File: config.mk
export PLATFORM = sky130hd
export DESIGN_NAME = dsre_seq
export DESIGN_NICKNAME = d
export VERILOG_FILES = /design/src/rtl/core/dsre_pkg.sv /design/src/rtl/core/dsre_seq.sv
export SDC_FILE = /design/constraint.sdc
export NUM_CORES = 1
export LEC_CHECK = 0
export BUFFER_PORTS_ARGS = -buffer_cell sky130_fd_sc_hd__buf_2
export CAP_MARGIN = 15
export CELL_PAD_IN_SITES_DETAIL_PLACEMENT = 0
export CELL_PAD_IN_SITES_GLOBAL_PLACEMENT = 1
export CORE_AREA = 2 2 188 171
export DETAILED_ROUTE_END_ITERATION = 12
export DIE_AREA = 0 0 190 173
export HOLD_SLACK_MARGIN = 0.03
export PLACE_DENSITY_LB_ADDON = 0.12
export SKIP_CTS_REPAIR_TIMING = 1
export SLEW_MARGIN = 30
export SYNTH_ARGS = -nofsm -noshare
export SYNTH_HDL_FRONTEND = slang
export SYNTH_SLANG_ARGS = --single-unit
File: constraint.sdc
create_clock -name clk -period 4.2 [get_ports clk]
set_input_delay 0.84 -clock clk [delete_from_list [all_inputs] [get_ports clk]]
set_output_delay 0.84 -clock clk [all_outputs]
set_load 0.01 [all_outputs]
File: src/rtl/core/dsre_pkg.sv
// shared types, constants and codes of the delta-stepping relax engine
package dsre_pkg;

  // table geometry
  localparam int VERTEX_COUNT = 1024;
  localparam int ADDR_W       = $clog2(VERTEX_COUNT);
  localparam int VERTEX_W     = 10;
  localparam int WEIGHT_W     = 16;
  localparam int DIST_W       = 31;
  localparam int PARENT_W     = 11;
  localparam int COUNT_W      = 11;
  localparam int DIV_CNT_W    = $clog2(DIST_W + 1);
  localparam int CFG_ADDR_W   = 3;

  // special values
  localparam logic [DIST_W-1:0]   UNREACHED   = {DIST_W{1'b1}};
  localparam logic [PARENT_W-1:0] PARENT_NONE = PARENT_W'(VERTEX_COUNT);
  localparam logic [COUNT_W-1:0]  PENDING_MAX = {COUNT_W{1'b1}};
  localparam logic [ADDR_W-1:0]   LAST_ADDR   = ADDR_W'(VERTEX_COUNT - 1);

  // item modes
  typedef enum logic [2:0] {
    MODE_START        = 3'd0,
    MODE_RELAX        = 3'd1,
    MODE_POP          = 3'd2,
    MODE_CLEAR_REPEAT = 3'd3,
    MODE_NEXT_BUCKET  = 3'd4,
    MODE_QUERY        = 3'd5
  } mode_t;

  // register index on the config port (byte address bit 2 and up)
  typedef enum logic [0:0] {
    REG_BUCKET_WIDTH = 1'b0
  } reg_idx_t;

  // sequencer states
  typedef enum logic [3:0] {
    ST_IDLE,
    ST_CLEAR,
    ST_SEED,
    ST_RD_A,
    ST_RD_B,
    ST_CMP,
    ST_DIV_WAIT,
    ST_POP_CHK,
    ST_QUERY_CAP,
    ST_DONE
  } state_t;

  // one vertex entry of the table memory
  typedef struct packed {
    logic [DIST_W-1:0]   path_len;
    logic [PARENT_W-1:0] parent;
    logic [DIST_W-1:0]   bucket;
  } entry_t;

  localparam entry_t RESET_ENTRY = '{path_len: UNREACHED, parent: PARENT_NONE,
                                     bucket: UNREACHED};

  // table memory access
  typedef struct packed {
    logic              rd_en;
    logic [ADDR_W-1:0] rd_addr;
    logic              wr_en;
    logic [ADDR_W-1:0] wr_addr;
    entry_t            wr_data;
  } mem_req_t;

  // divider start and answer
  typedef struct packed {
    logic              start;
    logic [DIST_W-1:0] dividend;
  } div_req_t;

  typedef struct packed {
    logic              done;
    logic [DIST_W-1:0] quotient;
  } div_rsp_t;

  // one result item
  typedef struct packed {
    logic                improved;
    logic                popped;
    logic                repeat_flag;
    logic [COUNT_W-1:0]  pending_count;
    logic [DIST_W-1:0]   bucket_now;
    logic [DIST_W-1:0]   dist_out;
    logic [PARENT_W-1:0] parent_out;
  } res_t;

endpackage

File: src/rtl/core/dsre_seq.sv
// sequencer: read-modify-write of the vertex tables and run status
module dsre_seq import dsre_pkg::*; (
  input  logic                clk,
  input  logic                rst,
  input  logic                item_take,
  input  mode_t               item_mode,
  input  logic [VERTEX_W-1:0] item_a,
  input  logic [VERTEX_W-1:0] item_b,
  input  logic [WEIGHT_W-1:0] item_w,
  output logic                busy,
  output mem_req_t            mem_req,
  input  entry_t              mem_rd,
  output div_req_t            div_req,
  input  div_rsp_t            div_rsp,
  output logic                res_valid,
  output res_t                res,
  input  logic                res_take
);

  state_t state, state_next;

  logic [ADDR_W-1:0]   clr_idx;
  logic                seed_pend;
  mode_t               mode_r;
  logic [VERTEX_W-1:0] a_r;
  logic [VERTEX_W-1:0] b_r;
  logic [WEIGHT_W-1:0] w_r;
  logic [DIST_W:0]     nd_r;
  logic                improved_r;
  logic                popped_r;
  logic                b_fresh_r;
  logic [DIST_W-1:0]   dist_o_r;
  logic [PARENT_W-1:0] parent_o_r;

  logic [COUNT_W-1:0]  pending;
  logic [COUNT_W-1:0]  pending_next;
  logic                repeat_bit;
  logic                repeat_next;
  logic [DIST_W-1:0]   current_bucket;
  logic [DIST_W-1:0]   current_next;

  logic                pop_hit;
  logic                relax_win;
  logic                commit;

  // compares on the word just read
  always_comb begin
    pop_hit   = (mem_rd.bucket != UNREACHED) && (mem_rd.bucket == current_bucket);
    relax_win = {1'b0, mem_rd.path_len} > nd_r;
    commit    = (state == ST_DONE) && res_take;
  end

  // next state
  always_comb begin
    state_next = state;
    unique case (state)
      ST_IDLE: begin
        if (item_take) begin
          unique case (item_mode)
            MODE_START:                      state_next = ST_CLEAR;
            MODE_RELAX, MODE_POP, MODE_QUERY: state_next = ST_RD_A;
            default:                         state_next = ST_DONE;
          endcase
        end
      end
      ST_CLEAR: begin
        if (clr_idx == LAST_ADDR) begin
          state_next = seed_pend ? ST_SEED : ST_IDLE;
        end
      end
      ST_SEED: state_next = ST_DONE;
      ST_RD_A: begin
        unique case (mode_r)
          MODE_RELAX: state_next = ST_RD_B;
          MODE_POP:   state_next = ST_POP_CHK;
          MODE_QUERY: state_next = ST_QUERY_CAP;
          default:    state_next = ST_DONE;
        endcase
      end
      ST_RD_B:      state_next = ST_CMP;
      ST_CMP:       state_next = relax_win ? ST_DIV_WAIT : ST_DONE;
      ST_DIV_WAIT: begin
        if (div_rsp.done) begin
          state_next = ST_DONE;
        end
      end
      ST_POP_CHK:   state_next = ST_DONE;
      ST_QUERY_CAP: state_next = ST_DONE;
      ST_DONE: begin
        if (res_take) begin
          state_next = ST_IDLE;
        end
      end
      default:      state_next = ST_IDLE;
    endcase
  end

  // memory and divider drive
  always_comb begin
    mem_req          = '0;
    div_req.start    = 1'b0;
    div_req.dividend = nd_r[DIST_W-1:0];
    unique case (state)
      ST_CLEAR: begin
        mem_req.wr_en   = 1'b1;
        mem_req.wr_addr = clr_idx;
        mem_req.wr_data = RESET_ENTRY;
      end
      ST_SEED: begin
        mem_req.wr_en   = 1'b1;
        mem_req.wr_addr = ADDR_W'(a_r);
        mem_req.wr_data = '{path_len: '0, parent: PARENT_W'(a_r), bucket: '0};
      end
      ST_RD_A: begin
        mem_req.rd_en   = 1'b1;
        mem_req.rd_addr = ADDR_W'(a_r);
      end
      ST_RD_B: begin
        mem_req.rd_en   = 1'b1;
        mem_req.rd_addr = ADDR_W'(b_r);
      end
      ST_CMP: begin
        div_req.start = relax_win;
      end
      ST_DIV_WAIT: begin
        mem_req.wr_en   = div_rsp.done;
        mem_req.wr_addr = ADDR_W'(b_r);
        mem_req.wr_data = '{path_len: nd_r[DIST_W-1:0], parent: PARENT_W'(a_r),
                            bucket: div_rsp.quotient};
      end
      ST_POP_CHK: begin
        mem_req.wr_en   = pop_hit;
        mem_req.wr_addr = ADDR_W'(a_r);
        mem_req.wr_data = '{path_len: mem_rd.path_len, parent: mem_rd.parent,
                            bucket: UNREACHED};
      end
      default: begin
      end
    endcase
  end

  // status after the item
  always_comb begin
    pending_next = pending;
    repeat_next  = repeat_bit;
    current_next = current_bucket;
    unique case (mode_r)
      MODE_START: begin
        pending_next = COUNT_W'(1);
        repeat_next  = 1'b1;
        current_next = '0;
      end
      MODE_RELAX: begin
        if (improved_r) begin
          if (b_fresh_r && (pending != PENDING_MAX)) begin
            pending_next = pending + 1'b1;
          end
          if (div_rsp.quotient == current_bucket) begin
            repeat_next = 1'b1;
          end
        end
      end
      MODE_POP: begin
        if (popped_r && (pending != '0)) begin
          pending_next = pending - 1'b1;
        end
      end
      MODE_CLEAR_REPEAT: repeat_next  = 1'b0;
      MODE_NEXT_BUCKET:  current_next = current_bucket + 1'b1;
      default: begin
      end
    endcase
  end

  // result
  always_comb begin
    busy              = (state != ST_IDLE);
    res_valid         = (state == ST_DONE);
    res.improved      = improved_r;
    res.popped        = popped_r;
    res.repeat_flag   = repeat_next;
    res.pending_count = pending_next;
    res.bucket_now    = current_next;
    res.dist_out      = dist_o_r;
    res.parent_out    = parent_o_r;
  end

  // control registers
  always_ff @(posedge clk) begin
    if (rst) begin
      state          <= ST_CLEAR;
      clr_idx        <= '0;
      seed_pend      <= 1'b0;
      pending        <= '0;
      repeat_bit     <= 1'b0;
      current_bucket <= '0;
    end else begin
      state <= state_next;
      if (state == ST_CLEAR) begin
        clr_idx <= clr_idx + 1'b1;
      end
      if (item_take) begin
        clr_idx   <= '0;
        seed_pend <= (item_mode == MODE_START);
      end
      if (commit) begin
        pending        <= pending_next;
        repeat_bit     <= repeat_next;
        current_bucket <= current_next;
      end
    end
  end

  // item and per-item flags
  always_ff @(posedge clk) begin
    if (item_take) begin
      mode_r     <= item_mode;
      a_r        <= item_a;
      b_r        <= item_b;
      w_r        <= item_w;
      improved_r <= 1'b0;
      popped_r   <= 1'b0;
      dist_o_r   <= '0;
      parent_o_r <= '0;
    end
    unique case (state)
      ST_RD_B: begin
        nd_r <= {1'b0, mem_rd.path_len} + (DIST_W + 1)'(w_r);
      end
      ST_CMP: begin
        improved_r <= relax_win;
        b_fresh_r  <= (mem_rd.bucket == UNREACHED);
      end
      ST_POP_CHK: begin
        popped_r <= pop_hit;
      end
      ST_QUERY_CAP: begin
        dist_o_r   <= mem_rd.path_len;
        parent_o_r <= mem_rd.parent;
      end
      default: begin
      end
    endcase
  end

endmodule

* Word level (Yosys, flattened, before mapping)
Index checks and enable logic that the tools add are counted.
Widths: inputs -> output; s select.
** Storage, ports and cells
- Register bits after elaboration :: 174
- Input bits :: 148
- Output and inout bits :: 216
** Operators by class
- $add $sub $neg :: 5
- Order comparisons :: 1
- Equal/unequal tests :: 27
- Muxes and demuxes :: 27
- Reduce and logical (&&, ||, !) cells :: 16
** Operator list (count)
- $pmux 84 s4 :: 1
- $eq 31x31->1 :: 2
- $mux 31 :: 2
- $pmux 31 s2 :: 1
- $mux 11 :: 5
- $pmux 11 s3 :: 1
- $add 31x16->32 :: 1
- $gt 31x32->1 :: 1
- $pmux 4 s8 :: 1
- $add 31x1->31 const B :: 1
- $eq 31x31->1 const B :: 1
- $ne 31x31->1 const B :: 1
- $pmux 11 s2 :: 1
- $mux 4 :: 5
- $eq 4x3->1 const B :: 4
- $pmux 4 s3 :: 1
- $add 11x1->11 const B :: 1
- $ne 11x11->1 const B :: 1
- $reduce_bool 11->1 :: 1
- $sub 11x1->11 const B :: 1
- $add 10x1->10 const B :: 1
- $eq 10x10->1 const B :: 1
- $eq 3x2->1 const B :: 3
- $eq 3x3->1 const B :: 3
- other kinds (18) :: 35

* Longest topological paths before layout
- Depth in word-level cells :: 5
- Mapped depth :: 9
- Depth with buffers taken out :: 9

* Least setup slack after synthesis
Ideal clock, no wire load.
- Path kind :: input-to-output
- From :: in mem_rd[72] (netlist name)
- To :: out div_req[31] (netlist name)
- Data arrival time :: 2593 ps
- Required time :: 3360 ps
- Slack :: 767 ps
- Cell stages on the path :: 7
- Path buffers :: 0
- Cell sequence :: ha_1 nand4b_1 or4_1 nor3_1 nor3_1 a21oi_1 inv_1
** RTL lines
- start, declared :: RTL line dsre_seq.sv:12 : input entry_t mem_rd,
- end, declared :: RTL line dsre_seq.sv:13 : output div_req_t div_req,

==> summary.md <==
| Metric | Value |
|---|---|
| Slew @ Worst Pin | between 700 and 800 ps |
| WL/cell | slightly above 20 um |
| Placed cells | roughly 2000 |
| Max Cap Violations | 0 |
| Core area | 30800 um2 |
| Sink Count | 174 |
| FMAX | about 260 MHz |
| Final setup vio count | 0 |
| # nets final | 1819 |
| RSZ-0062 raised after global routing | false |
| Antenna violations before repair | 2 |
| Full die area | roughly 33000 um2 |
| Cell taking the most area after synthesis | edfxtp_1 |
| Seq pwr share | 0.477 |
| WS Path Type | in2out |
| Skew final | about 15 ps |
| CTS buffer count | 17 |
| Syn Nets | 1532 |
| Clock buffer depth | 2 |
| Antenna Violating Nets Remaining | 0 |
| Via count | 11300 |
| Final period util | 0.923 |
| Clock root buffer | clkbuf_16 |
| Power per Cell Area | roughly 280 nW/um2 |
| PortBufs | between 300 and 400 |
| Worst-Skew Late Latency | 440 ps |
| Via-to-Cell Ratio | approximately 5.5 |
| Remaining global-route overflow | 0 |
| DRC viols | 0 |
| Cell count after synthesis | around 1300 |
| Clock transition at path regs | approximately 70 ps |
| Io pins | between 300 and 400 |
| Final worst path period need | approximately 3900 ps |
| Required time worst endpoint | 3360 ps |
| VDD IR max | ~0.26 mV |
| Initial drt markers | 839 |
| Crit path DAT | 3040 ps |
| Layout cell share with drive strength beyond 1 | 0.279 |
| Net Sw Frac | 0.283 |
| Endpoints failing hold | 0 |
| Register area share after synthesis | 0.390 |
| Final HPWL DP | ~31000 um |
| Worst Setup End Kind | primary output |
| Leak | around 0.006 uW |
| Routed wire length | between 40000 and 50000 um |
| Netlist Area Pre-Place | 11900 um2 |
| GRT Overall Usage | 0.246 |
| Internal Power | between 2000 and 3000 uW |
| Clock network fraction of total power | 0.400 |
| Hold Path Class | reg2reg |
| Final slew viol count | 0 |
| Fin Setup TNS | 0 ps |
| Ys flop type | edfxtp_1 |
| Seq cells post-synth | around 170 |
| Async set-reset flop share out of synthesis | 0 |
| Synth top area share | 0.293 |
| Max-slew headroom | 0.506 |
| TritonCTS clock tree | yes |
| Fin util | 0.470 |
| Synth Area per Inst | 8.93 um2 |
| First-pass GRT wire length | between 60000 and 70000 um |
| Synth warn | 0 |
| Synth area leaders | edfxtp_1 29%, dfxtp_1 9.8%, xnor2_1 5.4% |
| Critical Path Fanout Max | 5 |
| NetSw | between 1000 and 1500 uW |
| Post-synth EDFFs | around 120 |
| Row count | 61 |
| DR pass1 iterations | 6 |
| Chip width | between 150 and 200 um |
| GPL Wtd Cong | ~0.93 |
| Syn-to-layout area delta | 21.4% |
| Chip height | 173 um |
| Gate power share | 0.123 |
| H-tree depth | 4 |
| Non-filler cells, final | 2044 |
| Critical path launch point type | primary input |
| Status | completed |
| Post-synthesis cell type count | 77 |
| Initial Util | 0.387 |
| Vias in the first global route | between 10000 and 15000 |
| Largest net degree at the start of global routing | 62 |
[cell usage in the layout (no fill, tap or decap), types with 9 or more instances in the layout]
cell / Yosys / final
dfxtp_1: 58 / 58
edfxtp_1: 116 / 116
nand2_1: 148 / 148
nand3_1: 40 / 40
or3_1: 18 / 18
nand4_1: 41 / 41
a22o_1: 22 / 22
and3_1: 20 / 20
a221o_1: 32 / 32
nor2_1: 104 / 101
clkbuf_16: 0 / 17
and2_1: 49 / 49
buf_2: 14 / 363
xor2_1: 47 / 47
a21oi_1: 74 / 74
nand2b_1: 9 / 9
nor4_1: 17 / 16
nor3_1: 25 / 24
o21ai_0: 50 / 50
ha_1: 51 / 51
a222oi_1: 10 / 10
buf_4: 41 / 31
inv_1: 64 / 64
xnor2_1: 74 / 74
[critical path, cell delays in order]
cell      delay (ps)
buf_2            150
ha_1             310
nand4b_1         180
or4_1            670
nor3_1           400
nor3_1            90
a21oi_1          200
inv_1             50
buf_2            140
[registers in the layout, summed over array words and instances, names as in the netlist]
register,flops
a_r,10
b_r,10
repeat_bit,1
clr_idx,10
w_r,16
improved_r,1
seed_pend,1
current_bucket,31
pending,11
state,4
nd_r,32
parent_o_r,11
dist_o_r,31
mode_r,3
popped_r,1
b_fresh_r,1
[power by group through the flow]
stage               Clock (uW)  Combinational [uW]  Sequential, uW
floorplan                    0                 253            1960
global placement             0                 490            1960
detailed placement           0                 493            1960
CTS                       1650                 497            1920
global route              1710                 550            1930
finish                    1610                 496            1920
[routing by layer]
layer,global-route usage,share of wire,vias up
met5,0,0,-
met4,0.0462,0.011,0
met3,0.0548,0.084,31
met2,0.381,0.45,471
li1,-,-,5383
met1,0.352,0.45,5405
[stage by stage]
stage	total power (uW)	area (um2)	hold WS, ps	setup slack, ps
final	4030	14400	508	324
after global routing	4190	14400	550	135
after global placement	2450	13800	477	386
after floorplan	2210	11900	460	767
after detailed placement	2450	13800	491	369
after CTS	4070	14400	510	350
[kinds of logic (layout without fill, tap and decap cells)]
group | Yosys count | in the layout | synth area share
simple gates | 514 | 514 | 0.221
mux | 6 | 6 | 0.00515
other cells | 0 | 3 | 0
xor+xnor | 121 | 121 | 0.0891
fa+ha+maj | 52 | 52 | 0.0553
buf+inv | 190 | 490 | 0.0750
compound gates | 275 | 275 | 0.164
flops | 174 | 174 | 0.390
[final cells by class]
| type | instances | area, um2 |
|---|---|---|
| repair buffers | 394 | 2050 |
| well taps | 409 | 512 |
| inverters | 64 | 240 |
| diodes | 3 | 7.51 |
| flip-flops and latches | 174 | 4640 |
| multi-input cells | 968 | 6400 |
| clock buffers | 17 | 425 |
| fillers | 3044 | 16300 |
| clock inverters | 15 | 163 |
[cells in the mapped netlist, types with 9 or more instances]
master / instances
nor2_1: 104
nand4_1: 41
nand2b_1: 9
buf_4: 41
nor4_1: 17
ha_1: 51
o21ai_0: 50
nor3_1: 25
and2_1: 49
a221o_1: 32
a222oi_1: 10
xor2_1: 47
nand3_1: 40
clkbuf_1: 66
nand2_1: 148
a22o_1: 22
and3_1: 20
or3_1: 18
xnor2_1: 74
dfxtp_1: 58
edfxtp_1: 116
buf_2: 14
inv_1: 64
a21oi_1: 74
[path summary, 6_finish.rpt]
kind                            startpoint                  to  slack, ps  cells past startpoint
worst max-delay path            mem_rd[72]         div_req[31]        320                      9
worst min-delay path             seed_pend           seed_pend        510                      2
worst max register to register    state[0]  current_bucket[27]       1410                      6
worst min register to register   seed_pend           seed_pend        510                      2
No activity file was read; power rests on OpenSTA's default activity.
