==> src/rtl/core/dsre_pkg.sv <==
// shared types, constants and codes of the delta-stepping relax engine
package dsre_pkg;

  // table geometry
  localparam int VERTEX_COUNT = 1024;
  localparam int ADDR_W       = $clog2(VERTEX_COUNT);
  localparam int VERTEX_W     = 10;
  localparam int WEIGHT_W     = 16;
  localparam int DIST_W       = 31;
  localparam int PARENT_W     = 11;
  localparam int COUNT_W      = 11;
  localparam int DIV_CNT_W    = $clog2(DIST_W + 1);
  localparam int CFG_ADDR_W   = 3;

  // special values
  localparam logic [DIST_W-1:0]   UNREACHED   = {DIST_W{1'b1}};
  localparam logic [PARENT_W-1:0] PARENT_NONE = PARENT_W'(VERTEX_COUNT);
  localparam logic [COUNT_W-1:0]  PENDING_MAX = {COUNT_W{1'b1}};
  localparam logic [ADDR_W-1:0]   LAST_ADDR   = ADDR_W'(VERTEX_COUNT - 1);

  // item modes
  typedef enum logic [2:0] {
    MODE_START        = 3'd0,
    MODE_RELAX        = 3'd1,
    MODE_POP          = 3'd2,
    MODE_CLEAR_REPEAT = 3'd3,
    MODE_NEXT_BUCKET  = 3'd4,
    MODE_QUERY        = 3'd5
  } mode_t;

  // register index on the config port (byte address bit 2 and up)
  typedef enum logic [0:0] {
    REG_BUCKET_WIDTH = 1'b0
  } reg_idx_t;

  // sequencer states
  typedef enum logic [3:0] {
    ST_IDLE,
    ST_CLEAR,
    ST_SEED,
    ST_RD_A,
    ST_RD_B,
    ST_CMP,
    ST_DIV_WAIT,
    ST_POP_CHK,
    ST_QUERY_CAP,
    ST_DONE
  } state_t;

  // one vertex entry of the table memory
  typedef struct packed {
    logic [DIST_W-1:0]   path_len;
    logic [PARENT_W-1:0] parent;
    logic [DIST_W-1:0]   bucket;
  } entry_t;

  localparam entry_t RESET_ENTRY = '{path_len: UNREACHED, parent: PARENT_NONE,
                                     bucket: UNREACHED};

  // table memory access
  typedef struct packed {
    logic              rd_en;
    logic [ADDR_W-1:0] rd_addr;
    logic              wr_en;
    logic [ADDR_W-1:0] wr_addr;
    entry_t            wr_data;
  } mem_req_t;

  // divider start and answer
  typedef struct packed {
    logic              start;
    logic [DIST_W-1:0] dividend;
  } div_req_t;

  typedef struct packed {
    logic              done;
    logic [DIST_W-1:0] quotient;
  } div_rsp_t;

  // one result item
  typedef struct packed {
    logic                improved;
    logic                popped;
    logic                repeat_flag;
    logic [COUNT_W-1:0]  pending_count;
    logic [DIST_W-1:0]   bucket_now;
    logic [DIST_W-1:0]   dist_out;
    logic [PARENT_W-1:0] parent_out;
  } res_t;

endpackage

==> src/rtl/core/dsre_div.sv <==
// restoring divider, one quotient bit per cycle, for the bucket number
module dsre_div import dsre_pkg::*; (
  input  logic              clk,
  input  logic              rst,
  input  div_req_t          req,
  input  logic [DIST_W-1:0] divisor,
  output div_rsp_t          rsp
);

  logic                 busy;
  logic                 done;
  logic [DIV_CNT_W-1:0] cnt;
  logic [DIST_W-1:0]    quo;
  logic [DIST_W-1:0]    rem;
  logic [DIST_W-1:0]    dvs;
  logic [DIST_W:0]      trial;
  logic [DIST_W:0]      diff;
  logic                 fits;

  // trial subtract of the shifted remainder
  always_comb begin
    trial = {rem, quo[DIST_W-1]};
    diff  = trial - {1'b0, dvs};
    fits  = trial >= {1'b0, dvs};
  end

  // control
  always_ff @(posedge clk) begin
    if (rst) begin
      busy <= 1'b0;
      done <= 1'b0;
      cnt  <= '0;
    end else begin
      done <= 1'b0;
      if (req.start) begin
        busy <= 1'b1;
        cnt  <= DIV_CNT_W'(DIST_W);
      end else if (busy) begin
        cnt <= cnt - 1'b1;
        if (cnt == DIV_CNT_W'(1)) begin
          busy <= 1'b0;
          done <= 1'b1;
        end
      end
    end
  end

  // datapath; a zero width divides as one
  always_ff @(posedge clk) begin
    if (req.start) begin
      quo <= req.dividend;
      rem <= '0;
      dvs <= (divisor == '0) ? DIST_W'(1) : divisor;
    end else if (busy) begin
      rem <= fits ? diff[DIST_W-1:0] : trial[DIST_W-1:0];
      quo <= {quo[DIST_W-2:0], fits};
    end
  end

  assign rsp.done     = done;
  assign rsp.quotient = quo;

endmodule

==> config.mk <==
export PLATFORM = sky130hd
export DESIGN_NAME = dsre_div
export DESIGN_NICKNAME = d
export VERILOG_FILES = /design/src/rtl/core/dsre_pkg.sv /design/src/rtl/core/dsre_div.sv
export SDC_FILE = /design/constraint.sdc
export NUM_CORES = 1
export LEC_CHECK = 0
export ABC_AREA = 1
export BUFFER_PORTS_ARGS = -buffer_cell sky130_fd_sc_hd__buf_4
export CORE_MARGIN = 8
export CORE_UTILIZATION = 59
export CTS_CLUSTER_DIAMETER = 150
export DETAILED_ROUTE_END_ITERATION = 8
export PLACE_DENSITY = 0.82
export SLEW_MARGIN = 10
export SYNTH_ARGS = -nofsm -noshare
export SYNTH_HDL_FRONTEND = slang
export SYNTH_SLANG_ARGS = --single-unit
==> constraint.sdc <==
create_clock -name clk -period 2.5 [get_ports clk]
set_input_delay 0.25 -clock clk [delete_from_list [all_inputs] [get_ports clk]]
set_output_delay 0.25 -clock clk [all_outputs]
set_load 0.005 [all_outputs]
Yosys cells after proc, flatten, opt, wreduce, memory -nomap -nowiden
Index checks and enable logic that the tools add are counted.
{ "word_totals": {"register_bits": 100, "inputBits": 65, "out_inout_bits": 32, "elab_cells": 23} }
{ "op_classes": {"addsub": 2, "magnitude_cmp": 1, "n_eq_ne": 1, "n_mux": 9, "bitwise": 1, "n_reduce_logical": 3} }
{ "ops": {"columns": ["operator", "n"], "rows": [
  ["$mux W31", 3],
  ["$ge A32 B31 Y1", 1],
  ["$logic_not A31 Y1", 1],
  ["$sub A31 B31 Y31", 1],
  ["$mux W5", 2],
  ["$eq A5 B1 Y1 const B", 1],
  ["$sub A5 B1 Y5 const B", 1],
  ["$mux W1", 4],
  ["$reduce_or A3 Y1", 1],
  ["$reduce_bool A2 Y1", 1],
  ["$not A1 Y1", 1]
]} }

Depth between registers and ports, before layout
Gate-level depths: netlist (run 1).
{ "depth": {"depth_word": 4, "ltp_mapped": 17} }

Worst setup path after synthesis (run 1)
OpenSTA, ideal clock, no wires.
{ "synth_timing": {"path_type": "in2reg", "from": "in req[31] in the netlist's numbering", "to": "reg quo[0] (enable)", "setup_ns": 0.408, "arrival_ns": 1.759, "slack_ns": 0.333, "path_stages": 4, "n_path_buf": 2, "path_cell_list": "clkbuf_1 nor2_1 inv_1 clkbuf_1"} }
{ "synth_between": {"elab_chain_cells": 1} }
{ "synth_lines": {"columns": ["item", "line", "text"], "rows": [
  ["from (decl)", "dsre_div.sv:5", "input div_req_t req,"],
  ["$reduce_bool A2 Y1 (no source line)", null, null],
  ["to (signal assigned)", "dsre_div.sv:51", "quo <= req.dividend;"],
  ["to (signal assigned)", "dsre_div.sv:56", "quo <= {quo[DIST_W-2:0], fits};"],
  ["to (decl)", "dsre_div.sv:13", "logic [DIST_W-1:0] quo;"]
]} }
No other way between the ends.
A chain may end at the register's enable or synchronous reset.

Worst setup path after layout (run 1)
{ "layout_timing": {"from": "reg quo[30]", "to": "reg rem[5]"} }
{ "layout_between": {"elab_chain_cells": 2, "elab_cells_between_ends": 3} }
{ "layout_lines": {"columns": ["item", "line", "text"], "rows": [
  ["$sub A31 B31 Y31 or $ge A32 B31 Y1 (tied branches)", "dsre_div.sv:23, dsre_div.sv:24", null],
  ["$mux W31 (*)", "dsre_div.sv:55", "rem <= fits ? diff[DIST_W-1:0] : trial[DIST_W-1:0];"],
  ["to (signal assigned)", "dsre_div.sv:55", null],
  ["to (decl)", "dsre_div.sv:14", "logic [DIST_W-1:0] rem;"]
]} }
Every way passes the cells marked *; elsewhere a longest branch is shown, timed or not.

==> flow_metrics.tcl, run 1 <==
set metrics [dict create \
    clock_latency_ns 0.35 \
    cts-root-buf "clkbuf_16" \
    startpoint_type "flip-flop" \
    fillers 979 \
    cap_violations 0 \
    run_status "complete, no violations" \
    synth_edf_count 62 \
    cts_setup_buffers 0 \
    ir_drop_mv 0.4105 \
    cts_tree "done" \
    relSlewSlack_pct 60.04 \
    first_pass_iters 5 \
    wire_per_inst_microns 14.32 \
    wirelength_microns 17600 \
    power_leakage_nw 4.314 \
    seq_area_sq_um 2623 \
    drt_iter0_drc 396 \
    htreeDepth 3 \
    place_congestion 0.9516 \
    slew_viol_final 0 \
    ys_warn_count 0 \
    io_buffers 96 \
    cp_top_family "simple AND/OR/NAND/NOR gates" \
    critPathSlowestCell "fa_1" \
    worstPathRequired_ns 2.72 \
    path_buf_inv 2 \
    synth_ff_type "edfxtp_1" \
    final_layout_size_suffix_gt1_share_pct 13.54 \
    hpwl_microns 13310 \
    rows 39 \
    yosys-top-cells-count "nand2_1 (407), inv_1 (186), nand3_1 (74)" \
    clock_sinks 100 \
    placeableCoreArea_sq_um 11420 \
    slowest_delay_ns 0.40 \
    track_usage_pct 23.52 \
    holdWs_ns 0.07903 \
    cts_buffer_depth 2 \
    synth_area_leaders "edfxtp_1 (27%), nand2_1 (22%), dfxtp_1 (11%)" \
    viasPerCell 5.235 \
    cp.arrival_ns 2.56 \
    setup_viol 0 \
    ys_ff_latch 100 \
    grt_pass1_vias 6221 \
    worst-setup-path-type "flip-flop to flip-flop" \
    finalCriticalPeriod_ns 2.336 \
    die-area_sq_um 15370 \
    final-hold-violation-count 0 \
    ant_nets 0 \
    finalSetupTns_ns 0 \
    fmax_mhz 428.0 \
    final.setup_skew_ns 0.006233 \
    rsz0062_at_grt "true" \
    fp.dieH_microns 124.0 \
    min_period_over_period_pct 93.46 \
    overflow 0 \
    multi_input_area_sq_um 3297 \
    cts_buffers 9 \
    synth_top_area_share_pct 27.07 \
    nets 1180 \
    synth_top_cell_by_area "edfxtp_1" \
    power.density_nw_per_um2 487.6 \
    synth_most_common_cell "nand2_1" \
    netlist_area_sq_um 6877 \
    vias 6434 \
    clk_pin_slew_ns 0.07 \
    syn_nets 1115 \
    worst_pin_slew_ns 0.5939 \
    grt_max_degree 45 \
    diodes 0 \
    ys_seq_area_share_pct 38.14 \
    post-route-util_pct 69.10 \
    synthCells 1016 \
    grt_first_pass_wirelength_microns 28900 \
    end_kind "flip-flop" \
    async_flop_share_pct 0 \
    antenna_found_initial 0 \
    io_pins 97 \
    area_growth_pct 14.74 \
    fp.dieW_microns 124.0 \
    path_cells "inv_1, ha_1, fa_1, inv_1, nand3_1, nand2_2, nand2_2, nand2_4, nand2_2, nand3_2, nand2_4, nand2_4, nand2_1, nand3_1, o21ai_1" \
    worstPathMaxFanout 15 \
    hp-class "primary input to flip-flop" \
    synth.distinct_cells 37 \
    start_util_pct 60.22 \
    drc 0 \
    avgSynthCellArea_sq_um 6.768 \
]
flip-flops by register name (all words and copies together) (netlist names):
| signal | cells |
|---|---|
| done | 1 |
| cnt | 5 |
| rem | 31 |
| busy | 1 |
| dvs | 31 |
| quo | 31 |
metal layers:
| layer | routed length (microns) | part of all wire [%] | global-route usage [%] |
|---|---|---|---|
| met4 | 495 | 2.8 | 10.26 |
| met3 | 1348 | 7.7 | 5.485 |
| met1 | 7616 | 43 | 29.62 |
| met2 | 8142 | 46 | 37.98 |
| met5 | 0 | 0 | 0 |
report_power, final:
group | internal [mW] | switching [mW] | leakage (nW)
registers | 1.88 | 0.0521 | 0.930
logic | 0.252 | 0.339 | 3.26
clock network | 0.686 | 0.643 | 0.125
total | 2.81 | 1.03 | 4.31
what timing repair did:
| item | 4_1_cts | 5_1_grt |
|---|---|---|
| setup endpoints to repair | 0 | 31 |
| hold buffers | 0 | 0 |
| resized for setup | 0 | 2 |
| endpoints found under the hold margin | 0 | 0 |
placed cells by master, fill, tap and decap left out, types with 13 or more instances in the layout:
| cell type | n |
|---|---|
| a21oi_1 | 16 |
| buf_4 | 105 |
| dfxtp_1 | 38 |
| edfxtp_1 | 62 |
| ha_1 | 33 |
| inv_1 | 186 |
| nand2_1 | 407 |
| nand3_1 | 74 |
| nand3b_1 | 15 |
| nor2_1 | 36 |
| xnor2_1 | 13 |
stage by stage:
step / total power, mW / setup WS, ns / std cells / area, sq um
floorplan: 2.280 / 0.3332 / 1016 / 6877
global placement: 2.535 / 0.2303 / 1212 / 7595
detailed placement: 2.546 / 0.09416 / 1212 / 7595
CTS: 3.853 / 0.05182 / 1228 / 7866
global route: 3.997 / -0.01643 / 1229 / 7890
finish: 3.848 / 0.1636 / 1229 / 7890
worst reg2reg max path, stage by stage (launching register included):
cell and delay (ns):
edfxtp_1 0.35, inv_1 0.07, ha_1 0.22, fa_1 0.40, inv_1 0.11, nand3_1 0.09
nand2_2 0.13, nand2_2 0.07, nand2_4 0.08, nand2_2 0.06, nand3_2 0.08, nand2_4 0.10
nand2_4 0.24, nand2_1 0.08, nand3_1 0.07, o21ai_1 0.07
final cells by class:
class / count / share of cell area [%]
clock buffer: 12 / 2.997
inverter: 192 / 9.134
clock inverter: 4 / 0.4440
multi-input combinational: 672 / 41.79
tap: 143 / 2.268
timing repair buffer: 106 / 10.13
sequential: 100 / 33.24
kinds of logic (layout without fill, tap and decap cells):
kind of cell             count (synthesis)  count (layout)  share of synthesized area (%)
XOR/XNOR                                15              15                          1.911
buffers and inverters                  245             314                          14.25
AO/OA/AOI/OAI                           42              42                          3.457
adder cells (fa/ha/maj)                 34              34                          6.296
flip-flops                             100             100                          38.14
AND/OR/NAND/NOR                        580             581                          35.95
worst paths after layout:
kind                                  start      end  slack, ns  depth (start not counted)
worst min register to register      rem[18]  rem[18]       0.47                          2
worst max-delay path                quo[30]   rem[5]       0.16                         15
worst min-delay path            divisor[24]  dvs[24]       0.08                          1
worst max register to register      quo[30]   rem[5]       0.16                         15
Power figures use the tool's default switching activity.
==> run 2: changes to the inputs <==
CORE_ASPECT_RATIO = 0.8   (was unset)
==> flow_metrics.tcl, run 2 (synthesis results as in run 1) <==
set metrics [dict create \
    nets 1185 \
    grt_first_pass_wirelength_microns 29140 \
    htreeDepth 3 \
    worstPathMaxFanout 15 \
    rsz0062_at_grt "false" \
    viasPerCell 5.167 \
    diodes 0 \
    grt_pass1_vias 6042 \
    fmax_mhz 439.5 \
    power_leakage_nw 4.354 \
    power.density_nw_per_um2 487.0 \
    placed_cell_area_sq_um 7614 \
    finalCriticalPeriod_ns 2.275 \
    final_common_cell "nand2_1" \
    critPathSlowestCell "fa_1" \
    cts_buffers 9 \
    run_status "complete, no violations" \
    r2r_cells 15 \
    cts-root-buf "clkbuf_16" \
    path_cells "inv_1, ha_1, fa_1, inv_1, nand3_1, nand2_2, nand2_2, nand2_4, nand2_2, nand3_2, nand2_4, nand2_4, nand2_1, nand3_1, o21ai_1" \
    holdCritStartpoint "divisor[2]" \
    cts_buffer_depth 2 \
    wirelength_microns 17860 \
    clk_pin_slew_ns 0.07 \
    relSlewSlack_pct 59.61 \
    ir_drop_mv 0.3707 \
    r2r-start "quo[30]" \
    clock_sinks 100 \
    min_period_over_period_pct 91.02 \
    reg2reg_slack_ns 0.22 \
    end_kind "flip-flop" \
    cp-startpoint "quo[30]" \
    vias 6402 \
    slew_viol_final 0 \
    final_layout_size_suffix_gt1_share_pct 14.02 \
    ant_nets 0 \
    io_buffers 96 \
    startpoint_type "flip-flop" \
    place_congestion 0.9648 \
    final.setup_skew_ns 0.006220 \
    overflow 0 \
    top_regs "dvs (31), quo (31), rem (31)" \
    design_area_sq_um 7959 \
    cp_top_family "simple AND/OR/NAND/NOR gates" \
    start_util_pct 60.16 \
    hp-class "primary input to flip-flop" \
    crit_cells 15 \
    holdWs_ns 0.08266 \
    grt_max_degree 51 \
    cap_violations 0 \
    area_growth_pct 15.74 \
    setup_viol 0 \
    rows 35 \
    worstPathRequired_ns 2.72 \
    placeableCoreArea_sq_um 11430 \
    worst_pin_slew_ns 0.6004 \
    endpoint "rem[5]" \
    cp.arrival_ns 2.49 \
    final-hold-violation-count 0 \
    drc 0 \
    worst-setup-path-type "flip-flop to flip-flop" \
    wire_per_inst_microns 14.41 \
    antenna_found_initial 0 \
    track_usage_pct 23.48 \
    fp.dieH_microns 112.6 \
    hpwl_microns 13410 \
    drt_iter0_drc 699 \
    slowest_delay_ns 0.40 \
    io_pins 97 \
    r2r_end "rem[5]" \
    fp.dieW_microns 136.7 \
    path_buf_inv 2 \
    layout_common_cells "nand2_1 (407), inv_1 (186), buf_4 (108), nand3_1 (74), edfxtp_1 (62)" \
    cts_tree "done" \
    die-area_sq_um 15390 \
    finalSetupTns_ns 0 \
    first_pass_iters 5 \
    clock_latency_ns 0.35 \
]
-- run 2: changes by cell type in the layout (fill, tap and decap cells not counted), sizes merged --
| cell | before | now |
|---|---|---|
| buf | 106 | 111 |
| clkinv | 4 | 5 |
| clkinvlp | 2 | 1 |
-- run 2: repair_timing --
item,4_1_cts,5_1_grt
setup endpoints to repair,0,31
gates resized for setup,0,3
hold buffers,0,0
buffers inserted,0,5
-- run 2: final cells by class --
cell class,instances,area [sq um]
inverter,192,720.7
timing repair buffer,111,853.3
multi-input combinational,672,3297
tap,148,185.2
sequential,100,2623
clock buffer,12,246.5
clock inverter,4,33.78
fill,974,3471
-- run 2: how the worst min path moves through the flow --
stage                   end  slack, ns  cells past startpoint
floorplan            cnt[3]       0.32                      1
global placement    dvs[27]       0.44                      1
detailed placement   dvs[8]       0.44                      1
CTS                  dvs[2]       0.08                      1
global route         dvs[2]       0.07                      1
finish               dvs[2]       0.08                      1
-- run 2: through the flow --
stage / worst slack [ns] / power, mW / std cells / util [%]
floorplan: 0.3332 / 2.280 / 1016 / -
global placement: 0.2552 / 2.537 / 1217 / 66.61
global route: 0.02752 / 4.019 / 1239 / 69.63
CTS: 0.09832 / 3.879 / 1233 / 69.06
finish: 0.2246 / 3.876 / 1239 / 69.63
detailed placement: 0.09692 / 2.550 / 1217 / 66.61
-- run 2: where the power goes --
group / switching, mW / total (mW) / internal [mW] / leakage (nW)
Combinational: 0.340 / 0.596 / 0.255 / 3.29
Sequential: 0.0519 / 1.93 / 1.88 / 0.930
Clock: 0.641 / 1.35 / 0.712 / 0.133
-- run 2: per-layer routing --
| metal | up-vias | wire length (microns) | global-route usage, % |
|---|---|---|---|
| met5 | - | 0 | 0 |
| met4 | 0 | 402 | 7.378 |
| met3 | 32 | 1457 | 5.179 |
| met2 | 235 | 7829 | 35.50 |
| met1 | 2877 | 8166 | 32.53 |
| li1 | 3258 | - | - |
